<file path="src/hw/rtl/positional_pid_with_deadband_unit_macros.svh">
// Assertion helpers for the PID unit.
`ifndef POSITIONAL_PID_WITH_DEADBAND_UNIT_MACROS_SVH
`define POSITIONAL_PID_WITH_DEADBAND_UNIT_MACROS_SVH

// Same-cycle implication, checked on every rising edge out of reset.
`define PPD_ASSERT_NOW(label, clk, rst_n, ante, cons, msg) \
    label: assert property (@(posedge clk) disable iff (!(rst_n)) (ante) |-> (cons)) \
        else $error(msg);

// Next-cycle implication, checked on every rising edge out of reset.
`define PPD_ASSERT_NEXT(label, clk, rst_n, ante, cons, msg) \
    label: assert property (@(posedge clk) disable iff (!(rst_n)) (ante) |=> (cons)) \
        else $error(msg);

`endif

</file>
<file path="src/hw/rtl/ppd_pkg.sv">
package ppd_pkg;

    localparam int DataW  = 16;
    localparam int GainW  = 16;
    localparam int LimW   = 15;
    localparam int ErrW   = DataW + 1;
    localparam int DiffW  = ErrW + 1;
    localparam int FracW  = 8;
    localparam int IsumW  = 24;
    localparam int PiW    = ErrW + GainW + 1;
    localparam int DW     = DiffW + GainW + 1;
    localparam int SumW   = DW + 1;
    localparam int IdxW   = 3;

    localparam logic [GainW-1:0] GainPRst = 16'd2560;
    localparam logic [GainW-1:0] GainIRst = 16'd0;
    localparam logic [GainW-1:0] GainDRst = 16'd2048;
    localparam logic [LimW-1:0]  IntLimRst = 15'd7000;
    localparam logic [LimW-1:0]  DrvLimRst = 15'd7000;
    localparam logic [DataW-1:0] DeadbandRst = 16'd8;

    typedef enum logic [IdxW-1:0] {
        REG_GAIN_P         = 3'd0,
        REG_GAIN_I         = 3'd1,
        REG_GAIN_D         = 3'd2,
        REG_INTEGRAL_LIMIT = 3'd3,
        REG_DRIVE_LIMIT    = 3'd4,
        REG_DEADBAND       = 3'd5
    } t_reg_idx;

    typedef struct packed {
        logic [GainW-1:0] gain_p;
        logic [GainW-1:0] gain_i;
        logic [GainW-1:0] gain_d;
        logic [LimW-1:0]  integral_limit;
        logic [LimW-1:0]  drive_limit;
        logic [DataW-1:0] deadband;
    } t_cfg;

    typedef struct packed {
        logic signed [PiW-1:0] p_prod;
        logic signed [PiW-1:0] i_prod;
        logic signed [DW-1:0]  d_prod;
        logic                  dead;
    } t_prod;

endpackage

</file>
<file path="src/hw/rtl/positional_pid_with_deadband_unit.sv">
// Channel   Handshake                   Payload
// input     i_in_valid / o_in_ready     i_setpoint, i_measured
// output    o_out_valid / i_out_ready   o_drive, o_in_deadband
// config    i_cfg_wr_en                 i_cfg_index, i_cfg_wdata
//
// One word per cycle sustained while the output is not stalled; a result passes through
// the input register at accept, then the product register, then the result register.
// The error/products stage carries the previous error and the accumulate/clamp stage
// carries the integral sum, so consecutive words update the loop state in order.
// Reset is synchronous, active low: registers return to defaults, state clears.
// A stalled output backs up through the stages; input stalls only when all three are full.
`include "positional_pid_with_deadband_unit_macros.svh"

module positional_pid_with_deadband_unit (
    input  logic                             i_clk,
    input  logic                             i_rst_n,
    input  logic                             i_cfg_wr_en,
    input  logic [ppd_pkg::IdxW-1:0]         i_cfg_index,
    input  logic [ppd_pkg::GainW-1:0]        i_cfg_wdata,
    input  logic                             i_in_valid,
    output logic                             o_in_ready,
    input  logic signed [ppd_pkg::DataW-1:0] i_setpoint,
    input  logic signed [ppd_pkg::DataW-1:0] i_measured,
    output logic                             o_out_valid,
    input  logic                             i_out_ready,
    output logic signed [ppd_pkg::DataW-1:0] o_drive,
    output logic                             o_in_deadband
);

    ppd_pkg::t_cfg  r_cfg;
    ppd_pkg::t_prod prod;
    logic           prod_valid;
    logic           prod_ready;
    logic signed [ppd_pkg::DataW:0] drive_x;
    logic signed [ppd_pkg::DataW:0] dlim_x;

    always_ff @(posedge i_clk) begin
        if (!i_rst_n) begin
            r_cfg.gain_p         <= ppd_pkg::GainPRst;
            r_cfg.gain_i         <= ppd_pkg::GainIRst;
            r_cfg.gain_d         <= ppd_pkg::GainDRst;
            r_cfg.integral_limit <= ppd_pkg::IntLimRst;
            r_cfg.drive_limit    <= ppd_pkg::DrvLimRst;
            r_cfg.deadband       <= ppd_pkg::DeadbandRst;
        end else if (i_cfg_wr_en) begin
            case (ppd_pkg::t_reg_idx'(i_cfg_index))
                ppd_pkg::REG_GAIN_P: begin
                    r_cfg.gain_p <= i_cfg_wdata;
                end
                ppd_pkg::REG_GAIN_I: begin
                    r_cfg.gain_i <= i_cfg_wdata;
                end
                ppd_pkg::REG_GAIN_D: begin
                    r_cfg.gain_d <= i_cfg_wdata;
                end
                ppd_pkg::REG_INTEGRAL_LIMIT: begin
                    r_cfg.integral_limit <= i_cfg_wdata[ppd_pkg::LimW-1:0];
                end
                ppd_pkg::REG_DRIVE_LIMIT: begin
                    r_cfg.drive_limit <= i_cfg_wdata[ppd_pkg::LimW-1:0];
                end
                ppd_pkg::REG_DEADBAND: begin
                    r_cfg.deadband <= i_cfg_wdata;
                end
                default: begin
                    // unknown index: drop the write
                end
            endcase
        end
    end

    ppd_front u_front (
        .i_clk      (i_clk),
        .i_rst_n    (i_rst_n),
        .i_cfg      (r_cfg),
        .i_valid    (i_in_valid),
        .o_ready    (o_in_ready),
        .i_setpoint (i_setpoint),
        .i_measured (i_measured),
        .o_valid    (prod_valid),
        .i_ready    (prod_ready),
        .o_prod     (prod)
    );

    ppd_back u_back (
        .i_clk   (i_clk),
        .i_rst_n (i_rst_n),
        .i_cfg   (r_cfg),
        .i_valid (prod_valid),
        .o_ready (prod_ready),
        .i_prod  (prod),
        .o_valid (o_out_valid),
        .i_ready (i_out_ready),
        .o_drive (o_drive),
        .o_dead  (o_in_deadband)
    );

    assign drive_x = {o_drive[ppd_pkg::DataW-1], o_drive};
    assign dlim_x  = {2'b00, r_cfg.drive_limit};

    `PPD_ASSERT_NOW(a_dead_zero, i_clk, i_rst_n, o_out_valid && o_in_deadband,
                    o_drive == '0, "drive not zero inside deadband")
    `PPD_ASSERT_NOW(a_drive_lim, i_clk, i_rst_n, o_out_valid,
                    (drive_x <= dlim_x) && (drive_x >= -dlim_x), "drive beyond limit")
    `PPD_ASSERT_NOW(a_stall_cause, i_clk, i_rst_n, !o_in_ready,
                    o_out_valid && !i_out_ready && prod_valid,
                    "input stalled without output backpressure")
    `PPD_ASSERT_NEXT(a_drain, i_clk, i_rst_n, !o_out_valid && !prod_valid,
                     o_in_ready, "input stalled after pipeline drained")

endmodule

</file>
<file path="src/hw/rtl/ppd_front.sv">
module ppd_front (
    input  logic                            i_clk,
    input  logic                            i_rst_n,
    input  ppd_pkg::t_cfg                   i_cfg,
    input  logic                            i_valid,
    output logic                            o_ready,
    input  logic signed [ppd_pkg::DataW-1:0] i_setpoint,
    input  logic signed [ppd_pkg::DataW-1:0] i_measured,
    output logic                            o_valid,
    input  logic                            i_ready,
    output ppd_pkg::t_prod                  o_prod
);

    logic                              r_in_valid;
    logic signed [ppd_pkg::DataW-1:0]  r_sp;
    logic signed [ppd_pkg::DataW-1:0]  r_ms;
    logic signed [ppd_pkg::ErrW-1:0]   r_prev_err;
    logic                              r_pr_valid;
    ppd_pkg::t_prod                    r_prod;

    logic signed [ppd_pkg::ErrW-1:0]   err;
    logic signed [ppd_pkg::DiffW-1:0]  diff;
    logic signed [ppd_pkg::ErrW-1:0]   gp_s;
    logic signed [ppd_pkg::ErrW-1:0]   gi_s;
    logic signed [ppd_pkg::ErrW-1:0]   gd_s;
    logic        [ppd_pkg::ErrW-1:0]   mag;
    logic                              adv;
    ppd_pkg::t_prod                    n_prod;

    assign adv     = r_in_valid && (!r_pr_valid || i_ready);
    assign o_ready = !r_in_valid || adv;
    assign o_valid = r_pr_valid;
    assign o_prod  = r_prod;

    always_comb begin
        err  = $signed({r_sp[ppd_pkg::DataW-1], r_sp}) - $signed({r_ms[ppd_pkg::DataW-1], r_ms});
        diff = $signed({err[ppd_pkg::ErrW-1], err})
             - $signed({r_prev_err[ppd_pkg::ErrW-1], r_prev_err});
        gp_s = $signed({1'b0, i_cfg.gain_p});
        gi_s = $signed({1'b0, i_cfg.gain_i});
        gd_s = $signed({1'b0, i_cfg.gain_d});
        mag  = err[ppd_pkg::ErrW-1] ? ppd_pkg::ErrW'(-err) : ppd_pkg::ErrW'(err);
        n_prod.p_prod = err * gp_s;
        n_prod.i_prod = err * gi_s;
        n_prod.d_prod = diff * gd_s;
        n_prod.dead   = mag < {1'b0, i_cfg.deadband};
    end

    always_ff @(posedge i_clk) begin
        if (!i_rst_n) begin
            r_in_valid <= 1'b0;
            r_pr_valid <= 1'b0;
            r_prev_err <= '0;
        end else begin
            if (o_ready) begin
                r_in_valid <= i_valid;
            end
            if (adv) begin
                r_pr_valid <= 1'b1;
                r_prev_err <= err;
            end else if (i_ready) begin
                r_pr_valid <= 1'b0;
            end
        end
    end

    // payload: load on accept, hold otherwise
    always_ff @(posedge i_clk) begin
        if (i_valid && o_ready) begin
            r_sp <= i_setpoint;
            r_ms <= i_measured;
        end
        if (adv) begin
            r_prod <= n_prod;
        end
    end

endmodule

</file>
<file path="src/hw/rtl/ppd_back.sv">
module ppd_back (
    input  logic                             i_clk,
    input  logic                             i_rst_n,
    input  ppd_pkg::t_cfg                    i_cfg,
    input  logic                             i_valid,
    output logic                             o_ready,
    input  ppd_pkg::t_prod                   i_prod,
    output logic                             o_valid,
    input  logic                             i_ready,
    output logic signed [ppd_pkg::DataW-1:0] o_drive,
    output logic                             o_dead
);

    localparam int TermW = ppd_pkg::SumW - ppd_pkg::FracW + 1;

    logic signed [ppd_pkg::IsumW-1:0] r_isum;
    logic                             r_out_valid;
    logic signed [ppd_pkg::DataW-1:0] r_drive;
    logic                             r_dead;

    logic signed [ppd_pkg::SumW-1:0]  isum_new;
    logic signed [ppd_pkg::SumW-1:0]  ilim;
    logic signed [ppd_pkg::SumW-1:0]  integ_c;
    logic signed [ppd_pkg::IsumW-1:0] integ;
    logic signed [TermW-1:0]          dterm;
    logic signed [TermW-1:0]          pterm;
    logic signed [TermW-1:0]          iterm;
    logic signed [TermW-1:0]          total;
    logic signed [TermW-1:0]          dlim;
    logic signed [TermW-1:0]          drv_c;
    logic signed [ppd_pkg::DataW-1:0] n_drive;
    logic                             take;

    assign o_ready = !r_out_valid || i_ready;
    assign take    = i_valid && o_ready;
    assign o_valid = r_out_valid;
    assign o_drive = r_drive;
    assign o_dead  = r_dead;

    always_comb begin
        isum_new = ppd_pkg::SumW'(r_isum) + ppd_pkg::SumW'(i_prod.i_prod);
        ilim     = $signed({{(ppd_pkg::SumW - ppd_pkg::LimW - ppd_pkg::FracW){1'b0}},
                            i_cfg.integral_limit, {ppd_pkg::FracW{1'b0}}});
        if (isum_new > ilim) begin
            integ_c = ilim;
        end else if (isum_new < -ilim) begin
            integ_c = -ilim;
        end else begin
            integ_c = isum_new;
        end
        integ = integ_c[ppd_pkg::IsumW-1:0];

        // drop the fraction bits: arithmetic shift rounds toward minus infinity
        dterm = TermW'($signed(i_prod.d_prod[ppd_pkg::DW-1:ppd_pkg::FracW]));
        pterm = TermW'($signed(i_prod.p_prod[ppd_pkg::PiW-1:ppd_pkg::FracW]));
        iterm = TermW'($signed(integ[ppd_pkg::IsumW-1:ppd_pkg::FracW]));
        total = dterm + pterm + iterm;

        dlim = $signed({{(TermW - ppd_pkg::LimW){1'b0}}, i_cfg.drive_limit});
        if (total > dlim) begin
            drv_c = dlim;
        end else if (total < -dlim) begin
            drv_c = -dlim;
        end else begin
            drv_c = total;
        end
        n_drive = i_prod.dead ? '0 : drv_c[ppd_pkg::DataW-1:0];
    end

    always_ff @(posedge i_clk) begin
        if (!i_rst_n) begin
            r_out_valid <= 1'b0;
            r_isum      <= '0;
        end else begin
            if (take) begin
                r_out_valid <= 1'b1;
                r_isum      <= integ;
            end else if (i_ready) begin
                r_out_valid <= 1'b0;
            end
        end
    end

    always_ff @(posedge i_clk) begin
        if (take) begin
            r_drive <= n_drive;
            r_dead  <= i_prod.dead;
        end
    end

endmodule

</file>
<file path="config.mk">
export PLATFORM = sky130hd
export DESIGN_NAME = positional_pid_with_deadband_unit
export DESIGN_NICKNAME = d
export VERILOG_FILES = /design/src/hw/rtl/ppd_pkg.sv /design/src/hw/rtl/positional_pid_with_deadband_unit.sv /design/src/hw/rtl/ppd_front.sv /design/src/hw/rtl/ppd_back.sv
export VERILOG_INCLUDE_DIRS = /design/src /design/src/hw/rtl
export SDC_FILE = /design/constraint.sdc
export NUM_CORES = 2
export LEC_CHECK = 0
export BUFFER_PORTS_ARGS = -buffer_cell sky130_fd_sc_hd__buf_2
export CORE_ASPECT_RATIO = 1.2
export CORE_MARGIN = 2
export CORE_UTILIZATION = 60
export DETAILED_ROUTE_END_ITERATION = 10
export PLACE_DENSITY = 0.86
export SETUP_SLACK_MARGIN = 0.2
export SYNTH_ARGS = -nofsm -noshare
export SYNTH_HDL_FRONTEND = slang
export SYNTH_SLANG_ARGS = --single-unit
</file>
<file path="constraint.sdc">
create_clock -name i_clk -period 10.38 [get_ports i_clk]
set_input_delay 2.595 -clock i_clk [delete_from_list [all_inputs] [get_ports i_clk]]
set_output_delay 2.595 -clock i_clk [all_outputs]
set_load 0.03 [all_outputs]
</file>
After elaboration in Yosys (flattened, before gate mapping)
Cells that the tools add are included.
{"block": "op_classes", "reduce_logical": 19, "eq_ne": 5, "muxes": 9, "multipliers": 3, "order_cmp": 5, "addsub": 8}
{"operator": "$mul A17 B17 Y34", "count": 2}
{"operator": "$mux W24", "count": 2}
{"operator": "$lt A35 B36 Y1", "count": 1}
{"operator": "$neg A23 Y36", "count": 1}
{"operator": "$add A24 B34 Y35", "count": 1}
{"operator": "$gt A35 B24 Y1", "count": 1}
{"operator": "$mul A18 B17 Y35", "count": 1}
{"operator": "$add A28 B16 Y29", "count": 1}
{"operator": "$gt A29 B16 Y1", "count": 1}
{"operator": "$lt A29 B29 Y1", "count": 1}
{"operator": "$neg A15 Y29", "count": 1}
{"operator": "$add A27 B26 Y28", "count": 1}
{"operator": "$sub A17 B17 Y18", "count": 1}
{"operator": "$lt A17 B16 Y1", "count": 1}
{"operator": "$mux W17", "count": 1}
{"operator": "$neg A17 Y17", "count": 1}
{"operator": "$sub A16 B16 Y17", "count": 1}
{"operator": "$mux W16", "count": 1}
{"operator": "$mux W15", "count": 1}
{"operator": "$reduce_and A2 Y1", "count": 6}
{"operator": "$eq A3 B2 Y1 const B", "count": 2}
{"operator": "$eq A3 B3 Y1 const B", "count": 2}
{"operator": "$mux W1", "count": 4}
{"operator": "$reduce_bool A2 Y1", "count": 2}
{"operator": "other kinds (6)", "count": 12}
{"block": "word_totals", "output_inout_bits": 19, "input_bits": 56, "ff_bits": 291}

Logic depth before layout (Yosys ltp)
{"block": "depth", "depth_word": 8, "ltp_mapped": 48}

Cells and area by module
A second synthesis with hierarchy kept.
{"block": "unflattened", "cells_unflattened": 5715, "area_unflattened_um2": 52007.4}
{"mod": "ppd_front", "instances": 1, "seq_area_each_um2": 4464.3, "cells_per_inst": 4131, "area_per_inst_um2": 38861.0}
{"mod": "ppd_back", "instances": 1, "seq_area_each_um2": 1011.0, "cells_per_inst": 1247, "area_per_inst_um2": 9615.5}
{"mod": "positional_pid_with_deadband_unit", "instances": 1, "seq_area_each_um2": 1881.8, "cells_per_inst": 337, "area_per_inst_um2": 3530.9}

Worst setup path after synthesis
No wires, ideal clock.
{"block": "synth_timing", "path_kind": "register -> register", "from": "register u_front.r_sp[1] in the netlist's numbering", "to": "register u_front.r_prod, in the netlist u_front.o_prod[30], data pin", "synth_period_minus_slack_ps": 9705, "path_buffers": 3, "arrival_ps": 9447, "stages_incl_launch_ff": 40, "setup_ps": 258, "required_ps": 10122, "path_slack_ps": 675, "cell_sequence": "edfxtp_1 ha_1 nor2b_1 o21ai_0 a21boi_0 o21ai_0 a21oi_1 a41o_1 o41a_1 a21oi_1 o21bai_1 xor2_1 clkbuf_1 buf_1 ha_1 a21o_1 a21oi_1 a21oi_1 (+4 left out) inv_1 fa_1 inv_1 fa_1 fa_1 fa_1 inv_1 fa_1 ha_1 and3_1 nand3_1 a21oi_1 or2_2 and2_1 o21ai_0 nand2b_1 a21oi_1 xnor2_1"}
{"element": "start: declaration", "line": "ppd_front.sv:15", "text": "logic signed [ppd_pkg::DataW-1:0] r_sp;"}
{"element": "start signal: assignment", "line": "ppd_front.sv:70", "text": "r_sp <= i_setpoint;"}
{"element": "end signal: assignment", "line": "ppd_front.sv:74", "text": "r_prod <= n_prod;"}
{"element": "end: declaration", "line": "ppd_front.sv:19", "text": "ppd_pkg::t_prod r_prod;"}

Worst setup path in the final report
{"block": "layout_timing", "from": "register u_front.r_prod, in the netlist u_front.o_prod[44]", "to": "register u_back.r_drive, in the netlist u_back.o_drive[2], data pin"}
{"block": "layout_between", "elab_chain_cells": 8, "elab_cells_between_ends": 10, "cone_classes": "add/sub: 2; order compare: 4; mux: 4"}
{"element": "$add A24 B34 Y35 *", "line": "ppd_back.sv:41", "text": "isum_new = ppd_pkg::SumW'(r_isum) + ppd_pkg::SumW'(i_prod.i_prod);"}
{"element": "$lt A35 B36 Y1", "line": "ppd_back.sv:46", "text": "end else if (isum_new < -ilim) begin"}
{"element": "$mux W24", "line": "ppd_back.sv:46"}
{"element": "$mux W24 *", "line": "ppd_back.sv:44", "text": "if (isum_new > ilim) begin"}
{"element": "via u_back.integ_c (one bit)", "line": "ppd_back.sv:23", "text": "logic signed [ppd_pkg::SumW-1:0] integ_c;"}
{"element": "$add A28 B16 Y29 *", "line": "ppd_back.sv:57", "text": "total = dterm + pterm + iterm;"}
{"element": "$lt A29 B29 Y1", "line": "ppd_back.sv:62", "text": "end else if (total < -dlim) begin"}
{"element": "$mux W16", "line": "ppd_back.sv:62"}
{"element": "$mux W15 *", "line": "ppd_back.sv:60", "text": "if (total > dlim) begin"}
{"element": "end signal: assignment", "line": "ppd_back.sv:86", "text": "r_drive <= n_drive;"}
{"element": "end: declaration", "line": "ppd_back.sv:18", "text": "logic signed [ppd_pkg::DataW-1:0] r_drive;"}
The timed path passes the listed nets; every way through them passes the cells marked *.
A chain may end at the register's enable or synchronous reset.

==> run summary <==
synth unique cells: 81
Rows: 115
crit share post-route: 96.46%
Int Power: 5.768 mW
Final Hold Violating Endpoints: 0
Worst Path Required: 10.77 ns
Post-synth top flop: dfxtp_1
CTS tree: built
Comb power frac: 75.3%
Post-Layout Cell Count: 6,619
Crit-path slowest cell: or4_4
Setup Skew: 0.03280 ns
CTS H-Tree Depth: 2
placed cell count: 6,510
CTS Buf Count: 36
setup_tns: 0 ns
DRC viols: 0
mapped cell area: 49,480 sq um
Routed WL per cell: 20.78 um
Register Area: 6878 sq um
Die Ht: 318.6 um
final setup vio count: 0
multi-input logic area: 38,340 sq um
worst skew pair latency: 0.58 ns
vias per cell: 6.003
most common cell after layout, fill and taps aside: inv_1
leakage power: 24.31 nW
Iteration-0 DRC Markers: 3,537
kind of critical path: reg -> reg
FF+latch count, synth: 275
Area contributors post-synth: fa_1, ha_1, edfxtp_1
number of synthesized flops with an enable pin: 137
vias in the first global route: 42,396
Total Wirelength: 137,500 um
CP Capture Type: register
DP Worst Slack: -0.1252 ns
Synth Area per Inst: 8.942 sq um
run status: finished, final reports clean
Tot Pwr: 12.06 mW
post-synth top area share: 35.52%
Fin Hold WS: 0.4571 ns
min Tclk post-route: 10.01 ns
post-synth net total: 6,923
I/O pins: 75
Layout area overhead: 7.502%
Die W: 266.2 um
Clock Tree Buf Depth: 3
switching share of total power: 52.18%
most frequent cells in the layout: inv_1, fa_1, nand2_1
Cell Pwr Density: 226.7 nW/um^2
clk sinks: 275
Fillers: 6,086
grt total ovfl: 0
Slew Viols, Final: 0
DPL Wire Length: 105,400 um
routed via count: 39,735
Port Buffers: 74
Flop pwr share: 13.3%
Hold WC Path Type: reg -> reg
startpoint types: register
Peak Freq: 99.88 MHz
Worst-Margin Slew: 1.242 ns
Mapped Cells: 5,534
nets@finish: 6,919
Global Route Usage Sum: 32.77%
Crit path arrival time: 10.41 ns
critical path peak fanout: 8
die area: 84,800 sq um
share of the yosys chip area belonging to registers: 13.90%
core area: 81,870 sq um
routability cong.: 0.9803
Yosys Warn Count: 0
Detail Route Antenna Nets: 0
clock group share of total power: 11.4%
Switch Pwr: 6.294 mW
Async S/R FF share, synth: 0%
final core occ: 64.97%
Clk pin slew, worst setup/hold paths: 0.06 ns
layout cell share with drive strength beyond 1: 7.071%
clk root buf: clkbuf_16
Yosys top cell by area: fa_1
RSZ-0062 raised after global routing: true
Worst IR Drop VDD: 0.3096 mV
DP Area: 51,030 sq um
initial core utilization: 60.44%
critical path's largest stage delay: 0.57 ns
post-route design area: 53,200 sq um
largest net degree at the start of global routing: 78
first-pass GRT wire length: 217,700 um
final worst setup slack: 0.3676 ns
max cap viols: 0
DR pass1 iterations: 6
initial antenna violation count: 8
Slew HR: 17.16%
-- logic make-up after synthesis --
logic type                 count (synthesis)  share of synthesized area (%)
and+or+nand+nor                         1679                          16.11
buffers and inverters                   1325                          10.09
muxes                                      9                         0.1922
AOI/OAI and AO/OA                        711                          9.082
xor gates and xnor gates                 202                          3.603
DFF                                      275                          13.90
adders and majority gates               1333                          47.03
-- power groups by stage --
stage	clock [mW]	combinational (mW)	sequential (mW)
floorplan	0	5.90	1.57
global placement	0	7.90	1.62
detailed placement	0	8.21	1.62
CTS	1.38	8.37	1.60
global route	1.42	9.88	1.61
finish	1.37	9.08	1.60
-- flip-flops by register name (all words and copies together) (netlist names), 15 cells and up --
name,flops
dlim_x,15
r_cfg,79
u_back.o_drive,16
u_back.r_isum,24
u_front.o_prod,88
u_front.r_ms,16
u_front.r_prev_err,17
u_front.r_sp,16
-- cell usage after synthesis, types with 52 or more instances --
cell type  number
ha_1          455
edfxtp_1      137
nor2b_1        66
nand3_1        63
and2_1        355
nor2_1        188
xnor2_1       156
dfxtp_1       138
nand2_1       795
fa_1          878
a21oi_1       261
a21o_1         63
inv_1        1093
clkbuf_1      209
o21ai_0       118
nor3_1         52
-- per-layer routing --
layer  part of all wire (%)  global-route usage, %  up-vias
met4                    8.4                  23.65        4
met1                     35                  38.30    19702
met2                     48                  54.74     2107
li1                       -                      -    17287
met3                    8.1                  5.305      635
met5                  0.017                      0        -
-- final timing paths --
path | slack, ns | from | depth (start not counted) | endpoint
setup / recovery | 0.37 | u_front.o_prod[44] | 40 | u_back.o_drive[2]
hold / removal | 0.46 | u_front.r_prev_err[7] | 2 | u_front.r_prev_err[7]
setup reg to reg | 0.37 | u_front.o_prod[44] | 40 | u_back.o_drive[2]
hold reg to reg | 0.46 | u_front.r_prev_err[7] | 2 | u_front.r_prev_err[7]
-- critical path: cells and delay by family (launching register included) --
family	cells	cell delay, ns
compound gates	16	3.33
xor+xnor	2	0.57
fa+ha+maj	5	1.90
buf+inv	2	0.33
flops	1	0.41
simple gates	15	3.28
-- what timing repair did --
| item | 4_1_cts | 5_1_grt |
|---|---|---|
| hold endpoints to repair | 0 | 0 |
| hold buffers | 0 | 0 |
| gates cloned | 1 | 4 |
| pin swaps | 4 | 42 |
| setup buffers | 4 | 26 |
| setup endpoints to repair | 23 | 34 |
| gates resized for setup | 13 | 138 |
-- layout make-up --
| type | count | area share (%) |
|---|---|---|
| multi-input cells | 3937 | 72.07 |
| flip-flops and latches | 275 | 12.93 |
| inverters | 1098 | 7.762 |
| well taps | 1053 | 2.477 |
| repair buffers | 182 | 2.310 |
| clock buffers | 41 | 1.766 |
| clock inverters | 25 | 0.6445 |
| diodes | 8 | 0.03763 |
No activity file was read; power rests on OpenSTA's default activity.
